`src/hw/rtl/assert_macros.svh`:
```
// ----------------------------------------------------------------------------
// assert_macros.svh
// Concurrent assertion shorthands for the RTL that checks itself.
// ----------------------------------------------------------------------------
`ifndef ASSERT_MACROS_SVH
`define ASSERT_MACROS_SVH

// Same-cycle implication, off while reset is held.
`define ASSERT_IMPLIES(label, clk, rst_n, ante, cons, msg) \
    label: assert property (@(posedge clk) disable iff (!(rst_n)) (ante) |-> (cons)) \
        else $error(msg);

// Next-cycle implication, off while reset is held.
`define ASSERT_NEXT(label, clk, rst_n, ante, cons, msg) \
    label: assert property (@(posedge clk) disable iff (!(rst_n)) (ante) |=> (cons)) \
        else $error(msg);

`endif

```
`src/hw/rtl/lpr_pkg.sv`:
```
// ----------------------------------------------------------------------------
// lpr_pkg
// Types and constants of the LRU page replacement tracker.
// ----------------------------------------------------------------------------
`default_nettype none

package lpr_pkg;

    localparam int ADDR_W  = 10;
    localparam int PAGE_W  = 7;
    localparam int CFG_W   = 6;
    localparam int COUNT_W = 16;

    // page = addr / 10 = (addr * 205) >> 11, exact for every 10-bit address
    localparam int RECIP_W     = 8;
    localparam int RECIP_SHIFT = 11;
    localparam logic [RECIP_W-1:0] RECIP = 8'd205;

    localparam logic [CFG_W-1:0] FRAMES_RESET = 6'd4;

    typedef enum logic [0:0] {
        CMD_ACCESS = 1'b0,
        CMD_CLEAR  = 1'b1
    } t_cmd;

    typedef struct packed {
        t_cmd              command;
        logic [ADDR_W-1:0] address;
    } t_in_item;

    typedef struct packed {
        logic               hit;
        logic [PAGE_W-1:0]  page;
        logic               evicted_valid;
        logic [PAGE_W-1:0]  evicted_page;
        logic [COUNT_W-1:0] miss_count;
        logic [COUNT_W-1:0] access_count;
    } t_out_item;

    // classified work handed from front to back
    typedef struct packed {
        t_cmd              command;
        logic [PAGE_W-1:0] page;
    } t_work;

    typedef struct packed {
        logic full;
        logic empty;
    } t_q_stat;

    function automatic logic [PAGE_W-1:0] page_of(input logic [ADDR_W-1:0] addr);
        logic [ADDR_W+RECIP_W-1:0] prod;
        prod = {{RECIP_W{1'b0}}, addr} * {{ADDR_W{1'b0}}, RECIP};
        return prod[RECIP_SHIFT +: PAGE_W];
    endfunction

endpackage

`default_nettype wire

```
`src/hw/rtl/lpr_front.sv`:
```
// ----------------------------------------------------------------------------
// lpr_front
// Input stage: takes a beat, forms the page number and holds it for the queue.
// ----------------------------------------------------------------------------
`default_nettype none

module lpr_front (
    input  wire logic             i_clk,
    input  wire logic             i_rst_n,
    input  wire logic             push,
    output logic                  full,
    input  wire lpr_pkg::t_in_item i_in_item,
    output logic                  o_work_valid,
    output lpr_pkg::t_work        o_work,
    input  wire lpr_pkg::t_q_stat i_q_stat
);
    import lpr_pkg::*;

    logic  r_valid;
    logic  n_valid;
    t_work r_work;
    logic  fwd;
    logic  take;

    assign fwd  = r_valid && !i_q_stat.full;
    assign full = r_valid && i_q_stat.full;
    assign take = push && !full;

    always_comb begin
        n_valid = r_valid;
        if (fwd) begin
            n_valid = 1'b0;
        end
        if (take) begin
            n_valid = 1'b1;
        end
    end

    always_ff @(posedge i_clk) begin
        if (!i_rst_n) begin
            r_valid <= 1'b0;
        end else begin
            r_valid <= n_valid;
        end
    end

    always_ff @(posedge i_clk) begin
        if (take) begin
            r_work.command <= i_in_item.command;
            r_work.page    <= page_of(i_in_item.address);
        end
    end

    assign o_work_valid = fwd;
    assign o_work       = r_work;

endmodule

`default_nettype wire

```
`src/hw/rtl/lpr_queue.sv`:
```
// ----------------------------------------------------------------------------
// lpr_queue
// Two-entry queue of classified work between the front and back stages.
// ----------------------------------------------------------------------------
`default_nettype none

module lpr_queue (
    input  wire logic           i_clk,
    input  wire logic           i_rst_n,
    input  wire logic           i_push,
    input  wire lpr_pkg::t_work i_work,
    input  wire logic           i_pop,
    output lpr_pkg::t_work      o_work,
    output lpr_pkg::t_q_stat    o_stat
);
    import lpr_pkg::*;

    t_work      r_mem [2];
    logic       r_wr;
    logic       r_rd;
    logic [1:0] r_cnt;
    logic       n_wr;
    logic       n_rd;
    logic [1:0] n_cnt;

    always_comb begin
        n_wr  = r_wr;
        n_rd  = r_rd;
        n_cnt = r_cnt;
        if (i_push) begin
            n_wr = ~r_wr;
        end
        if (i_pop) begin
            n_rd = ~r_rd;
        end
        case ({i_push, i_pop})
            2'b10:   n_cnt = r_cnt + 2'd1;
            2'b01:   n_cnt = r_cnt - 2'd1;
            default: n_cnt = r_cnt;
        endcase
    end

    always_ff @(posedge i_clk) begin
        if (!i_rst_n) begin
            r_wr  <= 1'b0;
            r_rd  <= 1'b0;
            r_cnt <= 2'd0;
        end else begin
            r_wr  <= n_wr;
            r_rd  <= n_rd;
            r_cnt <= n_cnt;
        end
    end

    always_ff @(posedge i_clk) begin
        if (i_push) begin
            r_mem[r_wr] <= i_work;
        end
    end

    assign o_work       = r_mem[r_rd];
    assign o_stat.full  = r_cnt[1];
    assign o_stat.empty = (r_cnt == 2'd0);

endmodule

`default_nettype wire

```
`src/hw/rtl/lpr_back.sv`:
```
// ----------------------------------------------------------------------------
// lpr_back
// Recency list, counters, result register; one item per cycle unless stalled.
// ----------------------------------------------------------------------------
`default_nettype none

module lpr_back #(
    parameter int MAX_FRAMES = 32
) (
    input  wire logic                      i_clk,
    input  wire logic                      i_rst_n,
    input  wire logic                      i_cfg_wr_en,
    input  wire logic [lpr_pkg::CFG_W-1:0] i_cfg_wr_data,
    input  wire lpr_pkg::t_work            i_work,
    input  wire lpr_pkg::t_q_stat          i_q_stat,
    output logic                           o_q_pop,
    output logic                           empty,
    input  wire logic                      pop,
    output lpr_pkg::t_out_item             o_out_item
);
    import lpr_pkg::*;

    localparam int CNT_W = $clog2(MAX_FRAMES + 1);
    localparam int LIM_W = CFG_W + 1;
    localparam logic [LIM_W-1:0] MAX_LIM = LIM_W'(MAX_FRAMES);
    localparam logic [COUNT_W-1:0] COUNT_MAX = {COUNT_W{1'b1}};

    logic [CFG_W-1:0]      r_frames;
    logic [CNT_W-1:0]      r_cnt;
    logic [CNT_W-1:0]      n_cnt;
    logic [COUNT_W-1:0]    r_miss;
    logic [COUNT_W-1:0]    n_miss;
    logic [COUNT_W-1:0]    r_acc;
    logic [COUNT_W-1:0]    n_acc;
    logic                  r_out_valid;
    logic                  n_out_valid;
    t_out_item             r_out;
    t_out_item             n_out;
    logic [PAGE_W-1:0]     r_list [MAX_FRAMES];
    logic [PAGE_W-1:0]     n_list [MAX_FRAMES];
    logic [PAGE_W-1:0]     shifted [MAX_FRAMES];
    logic [MAX_FRAMES-1:0] match;
    logic [MAX_FRAMES-1:0] at_or_above;
    logic [LIM_W-1:0]      lim;
    logic                  take;
    logic                  is_access;
    logic                  found;
    logic                  evict;
    logic                  drop;
    logic [CNT_W-1:0]      cnt_d;

    assign take      = !i_q_stat.empty && (!r_out_valid || pop);
    assign is_access = (i_work.command == CMD_ACCESS);
    assign o_q_pop   = take;

    // zero frames acts as one, more than the list holds acts as the list size
    always_comb begin
        lim = {1'b0, r_frames};
        if (r_frames == '0) begin
            lim = LIM_W'(1);
        end else if (lim > MAX_LIM) begin
            lim = MAX_LIM;
        end
    end

    // parallel compare; resident pages are unique so at most one cell hits
    always_comb begin
        for (int i = 0; i < MAX_FRAMES; i++) begin
            match[i] = (CNT_W'(i) < r_cnt) && (r_list[i] == i_work.page);
        end
    end

    assign found = |match;
    assign evict = !found && (LIM_W'(r_cnt) >= lim);
    assign drop  = found || evict;
    assign cnt_d = r_cnt - CNT_W'(drop);

    // a cell at or above the removed entry takes its upper neighbor
    always_comb begin
        for (int i = 0; i < MAX_FRAMES; i++) begin
            at_or_above[i] = evict ||
                ((match & ({MAX_FRAMES{1'b1}} >> (MAX_FRAMES - 1 - i))) != '0);
        end
    end

    for (genvar g = 0; g < MAX_FRAMES; g++) begin : g_cell
        if (g < MAX_FRAMES - 1) begin : g_mid
            assign shifted[g] = r_list[g + 1];
        end else begin : g_top
            assign shifted[g] = r_list[g];
        end

        always_comb begin
            n_list[g] = r_list[g];
            if (drop && at_or_above[g]) begin
                n_list[g] = shifted[g];
            end
            if (CNT_W'(g) == cnt_d) begin
                n_list[g] = i_work.page;
            end
        end

        always_ff @(posedge i_clk) begin
            if (take && is_access) begin
                r_list[g] <= n_list[g];
            end
        end
    end

    always_comb begin
        n_cnt       = r_cnt;
        n_miss      = r_miss;
        n_acc       = r_acc;
        n_out       = r_out;
        n_out_valid = r_out_valid;
        if (pop && r_out_valid) begin
            n_out_valid = 1'b0;
        end
        if (take) begin
            n_out_valid = 1'b1;
            if (is_access) begin
                n_cnt = drop ? r_cnt : r_cnt + CNT_W'(1);
                if (!found && r_miss != COUNT_MAX) begin
                    n_miss = r_miss + COUNT_W'(1);
                end
                if (r_acc != COUNT_MAX) begin
                    n_acc = r_acc + COUNT_W'(1);
                end
                n_out.hit           = found;
                n_out.page          = i_work.page;
                n_out.evicted_valid = evict;
                n_out.evicted_page  = evict ? r_list[0] : '0;
                n_out.miss_count    = n_miss;
                n_out.access_count  = n_acc;
            end else begin
                n_cnt  = '0;
                n_miss = '0;
                n_acc  = '0;
                n_out  = '0;
            end
        end
    end

    always_ff @(posedge i_clk) begin
        if (!i_rst_n) begin
            r_frames    <= FRAMES_RESET;
            r_cnt       <= '0;
            r_miss      <= '0;
            r_acc       <= '0;
            r_out_valid <= 1'b0;
        end else begin
            if (i_cfg_wr_en) begin
                r_frames <= i_cfg_wr_data;
            end
            r_cnt       <= n_cnt;
            r_miss      <= n_miss;
            r_acc       <= n_acc;
            r_out_valid <= n_out_valid;
        end
    end

    always_ff @(posedge i_clk) begin
        r_out <= n_out;
    end

    assign empty      = !r_out_valid;
    assign o_out_item = r_out;

endmodule

`default_nettype wire

```
`src/hw/rtl/lru_page_replacement.sv`:
```
// ----------------------------------------------------------------------------
// lru_page_replacement
// Fully associative LRU page-frame tracker with miss and access counters.
// ----------------------------------------------------------------------------
// channel   | ports                        | beat taken when
// ----------+------------------------------+-----------------------
// input     | push, full, i_in_item        | push && !full
// result    | pop, empty, o_out_item       | pop && !empty
// config    | i_cfg_wr_en, i_cfg_wr_data   | i_cfg_wr_en
//
// One beat per cycle sustained while results are popped; an item passes the
// front register, queue and result register. The back stage compares the page
// against every list cell at once and shifts the list in the same cycle.
// Reset gives an empty list, zero counters and four frames; no clearing pass.
// A stalled result stalls the back stage; the queue and the front stage
// keep taking beats until both are full.
// ----------------------------------------------------------------------------
`default_nettype none

`include "assert_macros.svh"

module lru_page_replacement #(
    parameter int MAX_FRAMES = 32
) (
    input  wire logic                      i_clk,
    input  wire logic                      i_rst_n,
    input  wire logic                      i_cfg_wr_en,
    input  wire logic [lpr_pkg::CFG_W-1:0] i_cfg_wr_data,
    input  wire logic                      push,
    output logic                           full,
    input  wire lpr_pkg::t_in_item         i_in_item,
    output logic                           empty,
    input  wire logic                      pop,
    output lpr_pkg::t_out_item             o_out_item
);
    import lpr_pkg::*;

    logic    fq_push;
    t_work   fq_work;
    t_work   qb_work;
    t_q_stat q_stat;
    logic    q_pop;

    logic    out_valid;
    logic    hit_evict;
    logic    stray_evict;
    logic    miss_ok;
    logic    q_idle;

    lpr_front u_front (
        .i_clk        (i_clk),
        .i_rst_n      (i_rst_n),
        .push         (push),
        .full         (full),
        .i_in_item    (i_in_item),
        .o_work_valid (fq_push),
        .o_work       (fq_work),
        .i_q_stat     (q_stat)
    );

    lpr_queue u_queue (
        .i_clk   (i_clk),
        .i_rst_n (i_rst_n),
        .i_push  (fq_push),
        .i_work  (fq_work),
        .i_pop   (q_pop),
        .o_work  (qb_work),
        .o_stat  (q_stat)
    );

    lpr_back #(
        .MAX_FRAMES (MAX_FRAMES)
    ) u_back (
        .i_clk         (i_clk),
        .i_rst_n       (i_rst_n),
        .i_cfg_wr_en   (i_cfg_wr_en),
        .i_cfg_wr_data (i_cfg_wr_data),
        .i_work        (qb_work),
        .i_q_stat      (q_stat),
        .o_q_pop       (q_pop),
        .empty         (empty),
        .pop           (pop),
        .o_out_item    (o_out_item)
    );

    assign out_valid   = !empty;
    assign hit_evict   = o_out_item.hit && o_out_item.evicted_valid;
    assign stray_evict = !o_out_item.evicted_valid && (o_out_item.evicted_page != '0);
    assign miss_ok     = (o_out_item.miss_count <= o_out_item.access_count);
    assign q_idle      = q_stat.empty && !fq_push;

    `ASSERT_IMPLIES(a_hit_no_evict, i_clk, i_rst_n, out_valid, !hit_evict, "hit with eviction")
    `ASSERT_IMPLIES(a_evict_zero, i_clk, i_rst_n, out_valid, !stray_evict, "stray evicted page")
    `ASSERT_IMPLIES(a_miss_le_acc, i_clk, i_rst_n, out_valid, miss_ok, "miss count above access")
    `ASSERT_NEXT(a_queue_pop_empty, i_clk, i_rst_n, q_idle, !q_pop, "pop from empty queue")

endmodule

`default_nettype wire
```
`config.mk`:
```
export PLATFORM = sky130hd
export DESIGN_NAME = lru_page_replacement
export DESIGN_NICKNAME = d
export VERILOG_FILES = /design/src/hw/rtl/lpr_pkg.sv /design/src/hw/rtl/lpr_front.sv /design/src/hw/rtl/lpr_queue.sv /design/src/hw/rtl/lpr_back.sv /design/src/hw/rtl/lru_page_replacement.sv
export VERILOG_INCLUDE_DIRS = /design/src /design/src/hw/rtl
export SDC_FILE = /design/constraint.sdc
export NUM_CORES = 1
export LEC_CHECK = 0
export ABC_CLOCK_PERIOD_IN_PS = 5600
export BUFFER_PORTS_ARGS = -buffer_cell sky130_fd_sc_hd__buf_2
export CAP_MARGIN = 30
export CORE_MARGIN = 4
export CORE_UTILIZATION = 30
export DETAILED_ROUTE_END_ITERATION = 8
export PLACE_DENSITY = 0.45
export SYNTH_ARGS = -nofsm -noshare
export SYNTH_HDL_FRONTEND = slang
export SYNTH_HIERARCHICAL = 1
export SYNTH_SLANG_ARGS = --single-unit
export TNS_END_PERCENT = 10
```
`constraint.sdc`:
```
create_clock -name i_clk -period 5.6 [get_ports i_clk]
set_input_delay 0.28 -clock i_clk [delete_from_list [all_inputs] [get_ports i_clk]]
set_output_delay 0.28 -clock i_clk [all_outputs]
set_load 0.005 [all_outputs]
```
After elaboration in Yosys (flattened, before gate mapping)
Memories as Yosys holds them, arrays and structs flattened. A register that Yosys moved wholly into a read port is not among the register bits.
Index checks and enable logic that the tools add are counted.

operators by class
  add/sub/neg operators = 6
  multipliers = 1
  $lt $le $gt $ge = 34
  equal/unequal tests = 68
  multiplexer cells = 82
  bitwise operators = 4
  reduce and logical (&&, ||, !) cells = 148

operators by type and width
  cell                                                                  number
  32-bit nonzero test                                                   30
  7-bit two-way mux                                                     63
  7-bit == test                                                         32
  5-bit by 6-bit == test with 1-bit output, first input constant        16
  5-bit by 6-bit < comparator with 1-bit output, first input constant   16
  1-bit logical AND                                                     71
  16-bit two-way mux                                                    4
  4-bit by 6-bit == test with 1-bit output, first input constant        8
  4-bit by 6-bit < comparator with 1-bit output, first input constant   8
  1-bit logical OR                                                      33
  16-bit by 1-bit adder with 16-bit output, second input constant       2
  16-bit inequality test, second input constant                         2
  32-bit OR reduction                                                   1
  3-bit by 6-bit == test with 1-bit output, first input constant        4
  3-bit by 6-bit < comparator with 1-bit output, first input constant   4
  6-bit two-way mux                                                     4
  10-bit by 8-bit multiplier with 18-bit output, second input constant  1
  2-bit by 6-bit == test with 1-bit output, first input constant        2
  6-bit logical NOT                                                     2
  1-bit by 6-bit < comparator with 1-bit output, first input constant   2
  2-bit by 6-bit < comparator with 1-bit output, first input constant   2
  1-bit two-way mux                                                     10
  6-bit by 1-bit adder with 6-bit output, second input constant         1
  1-bit by 6-bit == test with 1-bit output, first input constant        1
  other kinds (15)                                                      24

storage, ports and cells
  register bits = 106
  bits in writable memories = 240
  input bits = 22
  output and inout bits = 50
  logic and storage cells = 362
  memories = 2

memory list
  memory         words  width  read ports  clocked after memory_dff  wr ports  RTL line         source
  u_back.r_list  32     7      32          0                         32        lpr_back.sv:39   logic [PAGE_W-1:0] r_list [MAX_FRAMES];
  u_queue.r_mem  2      8      1           1                         1         lpr_queue.sv:18  t_work r_mem [2];

Depth between registers and ports, before layout
An unclocked memory read counts as a cell.

  depth in word-level cells = 10
  gate-level depth with buffers = 21
  mapped depth without buffers = 20

By module
Netlist, hierarchy kept.

modules (own cells, without submodules)
  module     instances  cells an instance  area an instance (um^2)  seq. area each (um^2)
  lpr_back   1          1483               17703.2                  9068.7
  lpr_front  1          178                1759.2                   260.2
  lpr_queue  1          47                 790.8                    580.6

Worst setup path before layout
OpenSTA, ideal clock, no wires.

  path type = register to register
  from = register with a tool-made name
  to = memory u_back.r_list[10][0], in the netlist u_back/r_list[0][70], enable pin
  library setup time = 0.376 ns
  data arrival time = 4.481 ns
  required time = 5.224 ns
  slack = 0.743 ns
  cell stages (with the launch flop) = 20
  path buffers = 4
  path through = dfxtp_1 buf_2 mux2_2 buf_4 buf_4 xor2_1 a2111oi_0 nand4_1 and4_1 and4_1 and4_1 inv_2 ha_1 nor2b_1 xnor2_1 and2_1 clkbuf_1 and2_1 nand3_1 a41oi_1

RTL lines
  element    RTL line
  to (decl)  lpr_back.sv:39

==> impl_metrics.json <==
{
  "ant_nets": 0,
  "finalMaxSlewViolations": 0,
  "crit_path_end_kind": "flip-flop",
  "reg2reg_slack_ns": 0.38,
  "p_per_area_nw_per_um2": 392,
  "cts.clk_slew.worst_paths_ns": 0.06,
  "fmax_ghz": 0.192,
  "finalHoldViolCount": 0,
  "ir_worst_vdd_mv": 0.254,
  "slowest_delay_ns": 0.54,
  "die_w_um": 268,
  "h-tree-depth": 2,
  "synth.distinct_cells": 80,
  "critPathMaxFanout": 30,
  "die-area_sq_um": 71700,
  "ctsRootBufferMaster": "clkbuf_16",
  "vias": 13700,
  "wl_per_cell_um": 19.2,
  "grt_overflow": 0,
  "period_needed_ns": 5.22,
  "status": "finished clean",
  "yosys_warnings": 6,
  "grt_max_degree": 69,
  "num_rows": 94,
  "drv_cap": 0,
  "netlist_area_sq_um": 20300,
  "core_area_sq_um": 66300,
  "ff2ff_path_depth": 16,
  "slew_headroom_pct": 33.1,
  "route.detailed.drc": 0,
  "postLayoutCellArea_sq_um": 23700,
  "fillers": 6536,
  "r2r_end": "u_back/r_list[0][15]$_DFFE_PP_",
  "first_pass_iters": 5,
  "p_leak_uw": 0.00850,
  "cts_made_buffers": 42,
  "path_cells": "mux2_4, xor2_1, a2111oi_1, nand4_1, and4_1, and4_1, and4_1, inv_2, ha_1, nor4b_1, a21oi_1, o21ai_1, nand2_1, nor2_1, buf_4, o31a_1",
  "clkLatencyLatePin_ns": 0.57,
  "tightest_slew_ns": 1.00,
  "finClkSkew_ns": 0.0184,
  "dp_hpwl_mm": 37.2,
  "clockBufferDepth": 3,
  "crit_required_ns": 5.83,
  "final_cell_mix": "edfxtp_1 (296), mux2_2 (218), xor2_1 (151)",
  "dieHeight_um": 268,
  "netlist_instances": 1708,
  "drtIter0Drc": 804,
  "rsz0062_at_grt": "no",
  "crit_end": "u_back/r_list[0][15]$_DFFE_PP_",
  "final_common_cell": "edfxtp_1",
  "antenna_found_initial": 0,
  "grt_pass1_vias": 14100,
  "yosysTopAreaCell": "edfxtp_1",
  "finalSetupViolCount": 0,
  "cpMostUsedCell": "and4_1",
  "cp_num_buf_inv": 2,
  "critical_path_class": "flip-flop to flip-flop",
  "total_power_uw": 9300,
  "ys_seq_area_share_pct": 48.9,
  "cp_top_family": "simple AND/OR/NAND/NOR gates",
  "grt_pass1_wl_mm": 83.0,
  "drive_gt1_share_pct": 26.6,
  "boundaryPins": 72,
  "clock_sinks": 347,
  "synth_fp_nets": 1810,
  "cp-start-kind": "flip-flop",
  "portBuffers": 71,
  "nets": 1961,
  "crit_slowest_cell": "mux2_4",
  "ys.flop_type": "edfxtp_1",
  "ys_ff_latch": 347,
  "place_area_sq_um": 22300,
  "area_delta_synth_final_pct": 17.1,
  "synth.area.top_cells": "edfxtp_1 (44%), mux2_2 (13%), xor2_1 (6.5%), dfxtp_1 (5.0%), xnor2_1 (4.4%)",
  "drt-total-wl_mm": 53.0,
  "async_flop_share_pct": 0,
  "synth-edff-count": 296,
  "track_usage_pct": 14.6,
  "syn_area_per_cell_sq_um": 11.9,
  "cts_tree": "done",
  "hold_path_class": "primary input to flip-flop",
  "timing.final.crit_share_pct": 93.2,
  "synth_top_cell_area_share_pct": 43.9,
  "cp_num_cells": 16,
  "gp_congestion": 0.812,
  "via_per_inst": 4.97,
  "diodes": 0,
  "critical_path_arrival_ns": 5.45,
  "start_util_pct": 30.5
}
routing by layer:
layer / global-route usage, % / routed length, um / vias to the layer above
li1: - / - / 6584
met1: 19.3 / 24100 / 6783
met2: 25.2 / 25900 / 246
met3: 2.17 / 1880 / 83
met4: 4.01 / 1220 / 0
met5: 0 / 0 / -
sequential cells by signal, indices dropped and copies added (netlist names), named ones only:
signal,count
u_back/r_list,224
u_back/r_miss,16
u_back/o_out_item,48
u_back/r_cnt,6
u_front/o_work,8
u_back/r_frames,6
u_queue/r_cnt,2
u_front/r_valid,1
u_back/r_out_valid,1
u_queue/r_rd,1
u_back/r_acc,16
u_queue/r_wr,1
u_queue/r_mem,16
worst min-delay path by stage:
| stage | startpoint | to | slack [ns] | cells after the start |
|---|---|---|---|---|
| detailed placement | u_front/o_work[0]$_DFFE_PP_ | u_queue/r_mem[1][0]$_DFFE_PP_ | 0.43 | 0 |
| finish | i_cfg_wr_en | u_back/r_frames[2]$_SDFFE_PN1P_ | 0.11 | 3 |
| floorplan | i_in_item[10] | u_front/o_work[7]$_DFFE_PP_ | 0.38 | 0 |
| CTS | i_cfg_wr_en | u_back/r_frames[2]$_SDFFE_PN1P_ | 0.06 | 3 |
| global route | i_cfg_wr_en | u_back/r_frames[2]$_SDFFE_PN1P_ | 0.08 | 3 |
| global placement | u_front/o_work[0]$_DFFE_PP_ | u_queue/r_mem[0][0]$_DFFE_PP_ | 0.42 | 0 |
cell usage after synthesis, drive strengths merged, types with 18 or more instances:
library cell  count
a21oi            64
a31oi            29
and2             19
buf              47
clkbuf           53
dfxtp            51
edfxtp          296
ha               63
inv              70
mux2            226
nand2            97
nand3            32
nand4            28
nor2             76
nor3             30
nor4             35
o211ai           18
o21ai            26
or3              19
xnor2           102
xor2            151
repair_timing:
item                                    in CTS  in global routing
gates resized for setup                      1                  2
hold buffers                                 9                  0
hold endpoints to repair                     9                  0
endpoints found under the setup margin      42                215
buffers inserted                             0                  0
worst register-to-register path, stage by stage, from the launching register on:
cell and delay [ns]:
dfxtp_2 0.44, mux2_4 0.54, xor2_1 0.26, a2111oi_1 0.49, nand4_1 0.25, and4_1 0.28
and4_1 0.30, and4_1 0.27, inv_2 0.17, ha_1 0.31, nor4b_1 0.28, a21oi_1 0.07
o21ai_1 0.30, nand2_1 0.24, nor2_1 0.16, buf_4 0.18, o31a_1 0.34
cell type report:
cell class                      instances  area [sq um]  area share (%)
Sequential cell                       347          9910            41.8
Multi-Input combinational cell       1190          9580            40.4
Timing Repair Buffer                  207          1510            6.36
Clock buffer                           49          1100            4.63
Tap cell                              864          1080            4.56
Inverter                               71           267            1.12
Clock inverter                         28           263            1.11
kinds of logic after synthesis:
group           synth area share, %
fa+ha+maj                      5.57
mux                            13.2
xor+xnor                       10.9
buf+inv                        3.90
flops                          48.9
compound gates                 6.51
simple gates                   10.9
through the flow:
stage	util [%]	cells	hold slack [ns]	TNS [ns]	worst slack, ns
final	35.7	2756	0.105	0	0.379
after global routing	35.7	2756	0.0802	0	0.0626
after CTS	35.7	2756	0.0623	0	0.0132
after detailed placement	33.6	2670	0.432	-1.00	-0.0796
after global placement	33.5	2669	0.424	-0.638	-0.0630
after floorplan	-	1708	0.379	0	0.743
where the power goes:
group / switching [uW] / internal (uW) / total, uW
Sequential: 147 / 3270 / 3410
Combinational: 1900 / 1240 / 3150
Clock: 1110 / 1630 / 2740
No activity file was read; power rests on OpenSTA's default activity.
